--- config.mk ---
export PLATFORM = sky130hd
export DESIGN_NAME = multi_channel_led_blinker_flat
export DESIGN_NICKNAME = d
export VERILOG_FILES = /design/src/rtl/mclb_pkg.sv /design/src/rtl/mclb_if.sv /design/src/rtl/multi_channel_led_blinker.sv /design/src/rtl/mclb_cell.sv /design/src/flat_wrapper.sv
export SDC_FILE = /design/constraint.sdc
export NUM_CORES = 2
export LEC_CHECK = 0
export BUFFER_PORTS_ARGS = -buffer_cell sky130_fd_sc_hd__buf_4
export CAP_MARGIN = 10
export CORE_MARGIN = 10
export CORE_UTILIZATION = 62
export DETAILED_ROUTE_END_ITERATION = 8
export GPL_TIMING_DRIVEN = 1
export PLACE_DENSITY = 0.85
export SETUP_SLACK_MARGIN = 0.05
export SYNTH_ARGS = -nofsm -noshare
export SYNTH_HDL_FRONTEND = slang
export SYNTH_SLANG_ARGS = --single-unit
--- constraint.sdc ---
create_clock -name clk_i -period 8.8 [get_ports clk_i]
set_clock_uncertainty 0.05 [all_clocks]
set_input_delay 0.44 -clock clk_i [delete_from_list [all_inputs] [get_ports clk_i]]
set_output_delay 0.44 -clock clk_i [all_outputs]
set_load 0.02 [all_outputs]
--- src/rtl/mclb_pkg.sv ---
// Shared types and constants of the multi-channel LED blinker.
package mclb_pkg;

  typedef enum logic [2:0] {
    KIND_INIT   = 3'd0,
    KIND_SET    = 3'd1,
    KIND_TOGGLE = 3'd2,
    KIND_BLINK  = 3'd3,
    KIND_QUERY  = 3'd4,
    KIND_TICK   = 3'd5
  } kind_e;

  // At most this many results come out of one tick.
  localparam int unsigned MaxResults = 8;
  localparam int unsigned ResCntW    = 4;

  // Command travelling along the row of channel cells.
  typedef struct packed {
    logic               valid;
    logic [2:0]         kind;
    logic [5:0]         pin;
    logic               level;
    logic [14:0]        times;
    logic [15:0]        delay;
    logic [31:0]        now;
    logic               found;
    logic               on;
    logic [ResCntW-1:0] n;
  } tok_t;

  // One step result raised by a cell during a tick.
  typedef struct packed {
    logic       valid;
    logic [5:0] pin;
    logic       on;
  } emit_t;

endpackage

--- src/rtl/mclb_if.sv ---
// Valid/ready channel interfaces for command and result beats.
interface mclb_cmd_if;
  logic        valid;
  logic        ready;
  logic [2:0]  kind;
  logic [5:0]  pin;
  logic        level;
  logic [14:0] times;
  logic [15:0] delay_ms;
  logic [31:0] now;

  modport source (output valid, kind, pin, level, times, delay_ms, now, input ready);
  modport sink   (input valid, kind, pin, level, times, delay_ms, now, output ready);
endinterface

interface mclb_res_if;
  logic       valid;
  logic       ready;
  logic       drive_valid;
  logic [5:0] pin_out;
  logic       pin_level;
  logic       led_on;
  logic       found;
  logic       last;

  modport source (output valid, drive_valid, pin_out, pin_level, led_on, found, last,
                  input ready);
  modport sink   (input valid, drive_valid, pin_out, pin_level, led_on, found, last,
                  output ready);
endinterface

--- src/rtl/multi_channel_led_blinker.sv ---
// Top level of the multi-channel LED blinker: the row of channel cells and the result stage.
//
// A command beat enters a row of CHANNELS cells, each holding one LED channel, and moves
// one cell per cycle whenever the output register can take a beat; a pin is found in the
// cell that holds it or added in the first free cell. A new command is taken only after the
// last one has walked the whole row and reached the result stage, and a stalled result side
// holds it back further. A tick gives one result for each due blinking channel in table
// order, at most eight, the last one marked; a tick with nothing due gives none. Every other
// command gives exactly one result. Pins are active low, so a lit LED is driven with level 0.
module multi_channel_led_blinker #(
  parameter int unsigned CHANNELS = 8
) (
  input  logic       clk_i,
  input  logic       rst_ni,
  mclb_cmd_if.sink   cmd_i,
  mclb_res_if.source res_o
);

  mclb_pkg::tok_t  tok_link [CHANNELS+1];
  mclb_pkg::emit_t emits    [CHANNELS];
  mclb_pkg::emit_t emit_any;
  mclb_pkg::tok_t  fin_q;

  logic       adv;
  logic       accept;
  logic       busy_q;
  logic       held_vq, held_vd;
  logic [5:0] held_pin_q, held_pin_d;
  logic       held_on_q, held_on_d;

  logic       out_vq;
  logic       out_load;
  logic       ld_drive, ld_level, ld_on, ld_found, ld_last;
  logic [5:0] ld_pin;
  logic       o_drive_q, o_level_q, o_on_q, o_found_q, o_last_q;
  logic [5:0] o_pin_q;

  // The whole row moves only when the output register can take a beat.
  assign adv         = !out_vq || res_o.ready;
  assign cmd_i.ready = !busy_q && adv;
  assign accept      = cmd_i.valid && cmd_i.ready;

  always_comb begin
    tok_link[0]       = '0;
    tok_link[0].valid = accept;
    tok_link[0].kind  = cmd_i.kind;
    tok_link[0].pin   = cmd_i.pin;
    tok_link[0].level = cmd_i.level;
    tok_link[0].times = cmd_i.times;
    tok_link[0].delay = cmd_i.delay_ms;
    tok_link[0].now   = cmd_i.now;
  end

  for (genvar g = 0; g < CHANNELS; g++) begin : g_cell
    mclb_cell u_cell (
      .clk_i  (clk_i),
      .rst_ni (rst_ni),
      .adv_i  (adv),
      .tok_i  (tok_link[g]),
      .tok_o  (tok_link[g+1]),
      .emit_o (emits[g])
    );
  end

  // Only the cell holding the command can raise a result, so an OR collects it.
  always_comb begin
    emit_any = '0;
    for (int i = 0; i < CHANNELS; i++) begin
      emit_any = emit_any | emits[i];
    end
  end

  // A tick result is held back one step so that the final one can carry the last flag.
  always_comb begin
    out_load   = 1'b0;
    ld_drive   = 1'b0;
    ld_pin     = fin_q.pin;
    ld_level   = 1'b1;
    ld_on      = 1'b0;
    ld_found   = 1'b0;
    ld_last    = 1'b1;
    held_vd    = held_vq;
    held_pin_d = held_pin_q;
    held_on_d  = held_on_q;
    if (adv) begin
      if (emit_any.valid) begin
        if (held_vq) begin
          out_load = 1'b1;
          ld_drive = 1'b1;
          ld_pin   = held_pin_q;
          ld_level = !held_on_q;
          ld_on    = held_on_q;
          ld_found = 1'b1;
          ld_last  = 1'b0;
        end
        held_vd    = 1'b1;
        held_pin_d = emit_any.pin;
        held_on_d  = emit_any.on;
      end else if (fin_q.valid) begin
        unique case (fin_q.kind)
          mclb_pkg::KIND_TICK: begin
            out_load = held_vq;
            ld_drive = 1'b1;
            ld_pin   = held_pin_q;
            ld_level = !held_on_q;
            ld_on    = held_on_q;
            ld_found = 1'b1;
            held_vd  = 1'b0;
          end
          mclb_pkg::KIND_INIT: begin
            out_load = 1'b1;
            ld_drive = 1'b1;
            ld_found = fin_q.found;
          end
          mclb_pkg::KIND_SET: begin
            out_load = 1'b1;
            ld_drive = 1'b1;
            ld_level = !fin_q.level;
            ld_on    = fin_q.found && fin_q.level;
            ld_found = fin_q.found;
          end
          mclb_pkg::KIND_TOGGLE, mclb_pkg::KIND_BLINK: begin
            out_load = 1'b1;
            ld_drive = fin_q.found;
            ld_level = !(fin_q.found && fin_q.on);
            ld_on    = fin_q.found && fin_q.on;
            ld_found = fin_q.found;
          end
          mclb_pkg::KIND_QUERY: begin
            out_load = 1'b1;
            ld_on    = fin_q.found && fin_q.on;
            ld_found = fin_q.found;
          end
          default: begin
            out_load = 1'b1;
          end
        endcase
      end
    end
  end

  always_ff @(posedge clk_i or negedge rst_ni) begin
    if (!rst_ni) begin
      busy_q  <= 1'b0;
      fin_q   <= '0;
      held_vq <= 1'b0;
      out_vq  <= 1'b0;
    end else begin
      if (accept) begin
        busy_q <= 1'b1;
      end else if (adv && fin_q.valid) begin
        busy_q <= 1'b0;
      end
      if (adv) begin
        fin_q <= tok_link[CHANNELS];
      end
      held_vq <= held_vd;
      if (out_load) begin
        out_vq <= 1'b1;
      end else if (res_o.ready) begin
        out_vq <= 1'b0;
      end
    end
  end

  always_ff @(posedge clk_i) begin
    held_pin_q <= held_pin_d;
    held_on_q  <= held_on_d;
    if (out_load) begin
      o_drive_q <= ld_drive;
      o_pin_q   <= ld_pin;
      o_level_q <= ld_level;
      o_on_q    <= ld_on;
      o_found_q <= ld_found;
      o_last_q  <= ld_last;
    end
  end

  assign res_o.valid       = out_vq;
  assign res_o.drive_valid = o_drive_q;
  assign res_o.pin_out     = o_pin_q;
  assign res_o.pin_level   = o_level_q;
  assign res_o.led_on      = o_on_q;
  assign res_o.found       = o_found_q;
  assign res_o.last        = o_last_q;

endmodule

--- src/rtl/mclb_cell.sv ---
// One channel entry of the table, acting on the command as it passes by.
module mclb_cell (
  input  logic          clk_i,
  input  logic          rst_ni,
  input  logic          adv_i,
  input  mclb_pkg::tok_t  tok_i,
  output mclb_pkg::tok_t  tok_o,
  output mclb_pkg::emit_t emit_o
);

  mclb_pkg::tok_t tok_q;
  logic        used_q, used_d;
  logic [5:0]  pin_q, pin_d;
  logic        on_q, on_d;
  logic        blink_q, blink_d;
  logic [31:0] last_q, last_d;
  logic [15:0] cnt_q, cnt_d;
  logic [15:0] total_q, total_d;
  logic [15:0] delay_q, delay_d;

  logic        is_lookup;
  logic        hit;
  logic        create;
  logic        base_on;
  logic [31:0] elapsed;
  logic [15:0] cnt_inc;
  logic        due;

  assign is_lookup = (tok_q.kind == mclb_pkg::KIND_INIT) ||
                     (tok_q.kind == mclb_pkg::KIND_SET) ||
                     (tok_q.kind == mclb_pkg::KIND_TOGGLE) ||
                     (tok_q.kind == mclb_pkg::KIND_BLINK) ||
                     (tok_q.kind == mclb_pkg::KIND_QUERY);
  // Entries fill from the front, so the first free cell is the place to add a pin.
  assign hit     = used_q && (pin_q == tok_q.pin);
  assign create  = !used_q;
  assign base_on = create ? 1'b0 : on_q;
  assign elapsed = tok_q.now - last_q;
  assign cnt_inc = cnt_q + 16'd1;
  assign due     = (tok_q.kind == mclb_pkg::KIND_TICK) && used_q && blink_q &&
                   (tok_q.n < mclb_pkg::ResCntW'(mclb_pkg::MaxResults)) &&
                   (elapsed >= {16'd0, delay_q});

  always_comb begin
    tok_o   = tok_q;
    emit_o  = '0;
    used_d  = used_q;
    pin_d   = pin_q;
    on_d    = on_q;
    blink_d = blink_q;
    last_d  = last_q;
    cnt_d   = cnt_q;
    total_d = total_q;
    delay_d = delay_q;
    if (tok_q.valid) begin
      if (is_lookup && !tok_q.found && (hit || create)) begin
        if (create) begin
          used_d  = 1'b1;
          pin_d   = tok_q.pin;
          on_d    = 1'b0;
          blink_d = 1'b0;
          last_d  = '0;
          cnt_d   = '0;
          total_d = '0;
          delay_d = '0;
        end
        tok_o.found = 1'b1;
        unique case (tok_q.kind)
          mclb_pkg::KIND_INIT: begin
            on_d     = 1'b0;
            tok_o.on = 1'b0;
          end
          mclb_pkg::KIND_SET: begin
            on_d     = tok_q.level;
            blink_d  = 1'b0;
            tok_o.on = tok_q.level;
          end
          mclb_pkg::KIND_TOGGLE: begin
            on_d     = !base_on;
            blink_d  = 1'b0;
            tok_o.on = !base_on;
          end
          mclb_pkg::KIND_BLINK: begin
            blink_d  = 1'b1;
            cnt_d    = '0;
            total_d  = {tok_q.times, 1'b0};
            delay_d  = tok_q.delay;
            last_d   = tok_q.now;
            on_d     = 1'b1;
            tok_o.on = 1'b1;
          end
          mclb_pkg::KIND_QUERY: begin
            tok_o.on = base_on;
          end
          default: begin
          end
        endcase
      end else if (due) begin
        cnt_d = cnt_inc;
        if (cnt_inc >= total_q) begin
          blink_d = 1'b0;
          on_d    = 1'b0;
        end else begin
          on_d   = !on_q;
          last_d = tok_q.now;
        end
        emit_o.valid = 1'b1;
        emit_o.pin   = pin_q;
        emit_o.on    = on_d;
        tok_o.n      = tok_q.n + mclb_pkg::ResCntW'(1);
      end
    end
  end

  always_ff @(posedge clk_i or negedge rst_ni) begin
    if (!rst_ni) begin
      tok_q  <= '0;
      used_q <= 1'b0;
    end else if (adv_i) begin
      tok_q  <= tok_i;
      used_q <= used_d;
    end
  end

  always_ff @(posedge clk_i) begin
    if (adv_i) begin
      pin_q       <= pin_d;
      on_q        <= on_d;
      blink_q     <= blink_d;
      last_q      <= last_d;
      cnt_q       <= cnt_d;
      total_q     <= total_d;
      delay_q     <= delay_d;
    end
  end

endmodule

--- src/flat_wrapper.sv ---
// flat-port wrapper written by rule: the top's interface ports become plain ports
module multi_channel_led_blinker_flat 
#(
  parameter int unsigned CHANNELS = 8
)
  (clk_i, rst_ni, cmd_i_valid, cmd_i_kind, cmd_i_pin, cmd_i_level, cmd_i_times, cmd_i_delay_ms, cmd_i_now, cmd_i_ready, res_o_valid, res_o_drive_valid, res_o_pin_out, res_o_pin_level, res_o_led_on, res_o_found, res_o_last, res_o_ready);
  mclb_cmd_if cmd_i_i ();
  mclb_res_if res_o_i ();
  input  logic clk_i;
  input  logic rst_ni;
  input wire logic [$bits(cmd_i_i.valid)-1:0] cmd_i_valid;
  input wire logic [$bits(cmd_i_i.kind)-1:0] cmd_i_kind;
  input wire logic [$bits(cmd_i_i.pin)-1:0] cmd_i_pin;
  input wire logic [$bits(cmd_i_i.level)-1:0] cmd_i_level;
  input wire logic [$bits(cmd_i_i.times)-1:0] cmd_i_times;
  input wire logic [$bits(cmd_i_i.delay_ms)-1:0] cmd_i_delay_ms;
  input wire logic [$bits(cmd_i_i.now)-1:0] cmd_i_now;
  output wire logic [$bits(cmd_i_i.ready)-1:0] cmd_i_ready;
  output wire logic [$bits(res_o_i.valid)-1:0] res_o_valid;
  output wire logic [$bits(res_o_i.drive_valid)-1:0] res_o_drive_valid;
  output wire logic [$bits(res_o_i.pin_out)-1:0] res_o_pin_out;
  output wire logic [$bits(res_o_i.pin_level)-1:0] res_o_pin_level;
  output wire logic [$bits(res_o_i.led_on)-1:0] res_o_led_on;
  output wire logic [$bits(res_o_i.found)-1:0] res_o_found;
  output wire logic [$bits(res_o_i.last)-1:0] res_o_last;
  input wire logic [$bits(res_o_i.ready)-1:0] res_o_ready;
  assign cmd_i_i.valid = cmd_i_valid;
  assign cmd_i_i.kind = cmd_i_kind;
  assign cmd_i_i.pin = cmd_i_pin;
  assign cmd_i_i.level = cmd_i_level;
  assign cmd_i_i.times = cmd_i_times;
  assign cmd_i_i.delay_ms = cmd_i_delay_ms;
  assign cmd_i_i.now = cmd_i_now;
  assign cmd_i_ready = cmd_i_i.ready;
  assign res_o_valid = res_o_i.valid;
  assign res_o_drive_valid = res_o_i.drive_valid;
  assign res_o_pin_out = res_o_i.pin_out;
  assign res_o_pin_level = res_o_i.pin_level;
  assign res_o_led_on = res_o_i.led_on;
  assign res_o_found = res_o_i.found;
  assign res_o_last = res_o_i.last;
  assign res_o_i.ready = res_o_ready;
  multi_channel_led_blinker #(.CHANNELS(CHANNELS)) u_core (.clk_i(clk_i), .rst_ni(rst_ni), .cmd_i(cmd_i_i), .res_o(res_o_i));
endmodule
# After elaboration in Yosys (flattened, before gate mapping)
# Cells that the tools add are included.
# W data, S select, Z words.
# word_totals
reg_bits	1372
latch_bits	0
mem_bits_rw	0
mem_bits_ro	0
input_bits	77
output_inout_bits	13
wordCells	803
n_memories	0
# op_classes
n_addsub	23
multipliers	0
div	0
order_cmp	23
n_eq_ne	85
shift	0
n_mux	264
n_bitwise	15
reduce_logical	235
# ops
op	count
$mux W32	40
$mux W16	48
$ge A32 B16 Y1	8
$sub A32 B32 Y32	8
$mux W8	24
$add A16 B1 Y16 const B	8
$ge A16 B16 Y1	8
$reduce_and A4 Y1	24
$mux W1	89
$reduce_and A5 Y1	16
$mux W6	13
$logic_and A1 B1 Y1	59
$mux W4	14
$or A8 B8 Y8	7
$eq A3 B2 Y1 const B	18
$eq A3 B3 Y1 const B	18
$reduce_and A3 Y1	17
$eq A6 B6 Y1	8
$logic_or A1 B1 Y1	41
$reduce_bool A2 Y1	20
$logic_not A1 Y1	36
$pmux W1 S4	9
$pmux W1 S5	7
$ne A4 B4 Y1 const B	8
other kinds (15)	97

# Logic depth before layout (Yosys ltp)
# logic_depth
word_depth	19
mapped_depth	25
ltp_nobuf	25

# Cells and area by module
# Synthesis repeated with hierarchy kept, for this count alone.
# hier_totals
hier_cells	7865
area_unflattened_um2	83596.4
# by_module_without_submodules
module	instances	cells_each	area_each_um2	seq_area_each_um2
mclb_cell at u_core.g_cell[0].u_cell ...	6	960	10217.3	4639.4
mclb_cell at u_core.g_cell[2].u_cell	1	1019	10590.2	4639.4
mclb_cell at u_core.g_cell[7].u_cell	1	936	10073.4	4639.4
multi_channel_led_blinker	1	150	1629.1	940.9

# Worst setup path before layout
# Ideal clock, no wire load.
# synth_timing
path_type	flip-flop to flip-flop
from	reg u_core.g_cell[1].u_cell.tok_q, in the netlist u_core.g_cell[1].u_cell.tok_o[6]
to	reg u_core.g_cell[1].u_cell.last_q[0] (enable)
setup_time_ns	0.470
t_arrival_ns	7.183
t_required_ns	8.280
path_slack_ns	1.097
path_stages_with_launch	21
n_path_buf	0
period_less_slack_ns	7.703
path_cell_list	dfrtp_1 -> inv_1 -> ha_1 -> fa_1 -> nor2b_1 -> o211ai_1 -> a31oi_1 -> nor2_1 -> o31ai_1 -> xor2_1 -> ha_1 -> and4_1 -> nor4bb_1 -> or4_1 -> or4_1 -> nor4_1 -> nand4_1 -> nor2b_1 -> nor2_1 -> a311oi_1 -> a21boi_0
# synth_between
elab_chain_len	5
# synth_rtl
element	line	rtl
start: declaration	mclb_cell.sv:11	mclb_pkg::tok_t tok_q;
start signal: assignment	mclb_cell.sv:120	tok_q <= tok_i;
$sub A32 B32 Y32	mclb_cell.sv:38	assign elapsed = tok_q.now - last_q;
$ge A32 B16 Y1	mclb_cell.sv:42	(elapsed >= {16'd0, delay_q});
$logic_and A1 B1 Y1	mclb_cell.sv:41	(tok_q.n < mclb_pkg::ResCntW'(mclb_pkg::MaxResults)) &&
$reduce_bool A2 Y1 (no source line)	--	
$reduce_and A5 Y1 (no source line)	--	
end signal: assignment	mclb_cell.sv:130	last_q <= last_d;
end: declaration	mclb_cell.sv:16	logic [31:0] last_q, last_d;
# No other way between the ends.
# A chain may end at the register's enable or synchronous reset.

# Worst setup path after layout
# layout_timing
from	reg u_core.g_cell[5].u_cell.tok_q, in the netlist u_core.g_cell[5].u_cell.tok_o[6]
to	reg u_core.o_pin_q[2], in the netlist u_core.res_o.pin_out[2] (data pin)
# layout_between
elab_chain_len	11
# layout_rtl
element	line	rtl
start: declaration	mclb_cell.sv:11	
start signal: assignment	mclb_cell.sv:120	
$sub A32 B32 Y32	mclb_cell.sv:38	
$ge A32 B16 Y1	mclb_cell.sv:42	
$logic_and A1 B1 Y1	mclb_cell.sv:41	
$mux W8	mclb_cell.sv:98	end else if (due) begin
$mux W8	mclb_cell.sv:56	if (is_lookup && !tok_q.found && (hit || create)) begin
$mux W8	mclb_cell.sv:55	if (tok_q.valid) begin
$or A8 B8 Y8 (3 in a row)	multi_channel_led_blinker.sv:69	emit_any = emit_any | emits[i];
$mux W6	multi_channel_led_blinker.sv:86	if (emit_any.valid) begin
$mux W6	multi_channel_led_blinker.sv:85	if (adv) begin
net u_core.ld_pin[2]	multi_channel_led_blinker.sv:34	logic [5:0] ld_pin;
end signal: assignment	multi_channel_led_blinker.sv:171	o_pin_q <= ld_pin;
end: declaration	multi_channel_led_blinker.sv:36	logic [5:0] o_pin_q;
# The timed path passes the listed nets, and every way through them passes these cells.

==> results by group <==
Finish
  – Fillers: 9118
  – Diodes inserted: 0
  – Fin nets: 8727
  – Final Util: 0.686
  – Layout cells sized above 1: 0.0539
  – Post-route non-filler standard cell count: about 10000
  – Most common cell after layout, fill and taps aside: nand2_1
  – Commonest cells after routing, fill and taps aside: nand2_1 (2152), edfxtp_1 (714), dfrtp_1 (649), and2_1 (611), inv_1 (590)
  – Synthesis-to-finish area growth: 10.2%

Place
  – HPWL Detailed: roughly 140 mm
  – GP Congestion: 0.979
  – Placed Cells: approximately 9500
  – Port-buffer cells: 89

Setup path
  – Worst R2R Setup Slack: about 1.5 ns
  – Worst EP required: around 9.3 ns
  – Arrival time at the worst endpoint: 7.74 ns
  – CP max FO: 12
  – Worst setup SP type: flip-flop
  – Start of the worst register-to-register path: u_core.g_cell[5].u_cell.tok_o[6]
  – End of the worst register-to-register path: u_core.res_o.pin_out[2]
  – Kind of critical path: reg2reg
  – CP endpoint kind: flip-flop
  – Worst R2R Path Depth: 26

Clocking
  – CTS tree: yes
  – Skew-Pair Late Insertion Delay: 0.79 ns
  – Cts bufs inserted: 145
  – Post-CTS setup buffer count: 0
  – H-Tree Depth: 4
  – CTS Sinks: 1363
  – Post-cts sizing count: 0
  – Clock Tree Buf Depth: 3
  – Root Driver: clkbuf_16
  – Hold_buf cts: 75
  – Clock Pin Slew Worst Setup and Hold Paths: 0.06 ns

Drt
  – Vias: 57661
  – DR iter-0 viols: about 4600
  – Wirelength per Cell: roughly 19 microns
  – Routed Antenna Nets: 0
  – Residual DRC count: 0
  – DRT Wirelength: 191 mm
  – Via density per instance: 5.84
  – First drt pass iteration count: 8

STA
  – Crit path time final: 7.25 ns
  – Worst-Margin Slew: 1.32 ns
  – Max-slew headroom: 0.106
  – Final Cycle Share: 0.824
  – Count of final hold-check violations: 0
  – Setup_tns: 0 ns
  – RSZ-0062 raised after global routing: false
  – Achievable Freq: around 140 MHz
  – Final slew viol count: 0
  – Final setup viols: 0

Run
  – Maxcap violations: 0

Global routing
  – Pin count of the biggest net entering global routing: roughly 240
  – Initial antenna violation count: 1
  – Global-route wire length before repair: 306 mm
  – Total GRT Usage: 0.276
  – GR Overflow Total: 0
  – Vias in the first global route: 57585

Logic synthesis
  – Post-Syn Area: about 76000 sq um
  – Post-Synthesis Cells: a little over 8000
  – Net Count, Synth: 8671
  – Sequential area share after synthesis: 0.497
  – Yosys Warn Count: 0
  – Synthesized area per cell: 9.39 sq um
  – FF+latch count, synth: 1363
  – Post-synth EDFFs: just over 700
  – Synth cell types: just over 90
  – Asr flop ratio synth: 0.476
  – Ys flop type: edfxtp_1

Power and ir drop
  – Net switching power: 10.3 mW
  – Sw frac: 0.392
  – Internal power: 15.9 mW
  – Pleak: between 30 and 40 nW
  – Seq pwr share: 0.383
  – Logic pwr share: 0.384
  – Max IR drop VDD: between 200 and 250 uV
  – Cell Pwr Density: 313 nW/um^2
  – Clock share of power: 0.233

Die
  – Die extent in x: 370 microns
  – Die Area: 137000 sq um
  – Core Footprint: 122000 sq um
  – I/O Pins: 90
  – Row cnt: 128
  – Die height: 370 microns
  – Initial Utilization: 0.623

Run status
  – Status: completed

Min path
  – HP Class: in2async
==> synthesized netlist by cell type, drive strengths merged (9+ instances only) <==
master	count	area [sq um]
a211oi	42	320
xnor2	192	1680
o21ai	246	1230
a211o	18	158
clkbuf	293	1100
o211ai	44	330
dfrtp	649	16200
nor3	61	305
ha	509	6370
or3	21	131
a2111oi	16	153
a21o	113	848
o22ai	18	113
nand3	150	751
nand2	2152	8080
o21bai	34	255
a41oi	13	114
or4	9	67.6
nor2	285	1070
a31oi	36	225
nand2b	43	269
and3	64	400
a21boi	24	180
a311oi	14	123
mux2	15	173
or2	26	163
edfxtp	714	21400
inv	590	2210
buf	12	52.6
and2	612	3830
mux2i	21	210
nand4	85	532
o31a	9	78.8
o21a	96	721
and4	26	228
nor4	38	259
a21oi	404	2040
nor2b	41	257
xor2	155	1360
o31ai	22	170
a221oi	22	205
o2111ai	28	245
==> kinds of logic after synthesis <==
logic type	count (synthesis)	synth area share
AND/OR/NAND/NOR	3648	0.219
flip-flops	1363	0.497
AO/OA/AOI/OAI	1271	0.108
buffers and inverters	895	0.0444
adder cells (fa/ha/maj)	517	0.0861
XOR/XNOR	347	0.0401
multiplexers	36	0.00505
==> power by group through the flow <==
stage | Clock (mW) | Sequential, mW | Combinational, mW
after floorplan | 0 | 9.40 | 7.37
after global placement | 0 | 9.97 | 9.62
after detailed placement | 0 | 10.1 | 9.85
after CTS | 6.17 | 9.97 | 9.99
after global routing | 6.44 | 10.2 | 11.2
final | 6.09 | 10.0 | 10.1
==> cell type report <==
cell class	count	area, sq um	area share
repair buffers	214	1890	0.0226
inverters	590	2210	0.0265
well taps	1625	2030	0.0243
clock inverters	56	568	0.00680
clock buffers	210	4230	0.0506
multi-input cells	5819	34900	0.418
flip-flops and latches	1363	37700	0.451
==> registers in the layout (all words and copies together) (netlist names), 6 cells and up <==
name,count
u_core.fin_q,13
u_core.g_cell.u_cell.blink_q,8
u_core.g_cell.u_cell.cnt_q,128
u_core.g_cell.u_cell.delay_q,128
u_core.g_cell.u_cell.last_q,256
u_core.g_cell.u_cell.on_q,8
u_core.g_cell.u_cell.pin_q,48
u_core.g_cell.u_cell.tok_o,592
u_core.g_cell.u_cell.tok_q,33
u_core.g_cell.u_cell.total_q,120
u_core.g_cell.u_cell.used_q,8
u_core.held_pin_q,6
u_core.res_o.pin_out,6
==> critical path: stages (launching register included) <==
cell and delay, ns:
dfrtp_1 0.38, inv_1 0.10, ha_1 0.19, inv_1 0.06, fa_1 0.39, a21o_1 0.21
a41oi_1 0.42, a21oi_1 0.17, or2_2 0.32, a21oi_1 0.16, xnor2_1 0.16, ha_1 0.28
nand4_1 0.11, nor2_1 0.07, a21oi_1 0.14, or4b_1 0.44, or4b_1 0.49, a2111oi_2 0.29
nand4_1 0.14, nor4_2 0.16, buf_4 0.23, a31oi_1 0.11, buf_4 0.26, or3_1 0.42
nor4_4 0.50, mux2_4 0.40, mux2_1 0.33
==> worst max-delay path by stage <==
stage                                     start                           endpoint  slack, ns  cells past startpoint
2_1_floorplan  u_core.g_cell[1].u_cell.tok_o[6]  u_core.g_cell[1].u_cell.last_q[0]       1.10                     20
3_3_place_gp   u_core.g_cell[3].u_cell.tok_o[6]            u_core.res_o.pin_out[1]       0.91                     27
3_5_place_dp   u_core.g_cell[3].u_cell.tok_o[6]            u_core.res_o.pin_out[2]       1.44                     28
4_1_cts        u_core.g_cell[3].u_cell.tok_o[6]            u_core.res_o.pin_out[2]       1.40                     28
5_1_grt        u_core.g_cell[1].u_cell.tok_o[6]            u_core.res_o.pin_out[5]       1.14                     22
6_report       u_core.g_cell[5].u_cell.tok_o[6]            u_core.res_o.pin_out[2]       1.55                     26
==> layer usage <==
| layer | vias to the layer above | global-route usage | wire length [microns] |
|---|---|---|---|
| met1 | 27850 | 0.344 | 76800 |
| met4 | 2 | 0.122 | 8270 |
| met3 | 415 | 0.0341 | 10500 |
| met5 | - | 0 | 9 |
| li1 | 27520 | - | - |
| met2 | 1874 | 0.482 | 95100 |
==> stage by stage <==
stage	worst slack (ns)	hold WS, ns	power (mW)	area [sq um]
2_1_floorplan	1.10	0.0944	16.8	75800
3_3_place_gp	0.913	0.391	19.6	78000
3_5_place_dp	1.44	0.401	19.9	78000
4_1_cts	1.40	0.205	26.1	83500
5_1_grt	1.14	0.249	27.8	83500
6_report	1.55	0.232	26.2	83500
No activity file was read; power rests on OpenSTA's default activity.
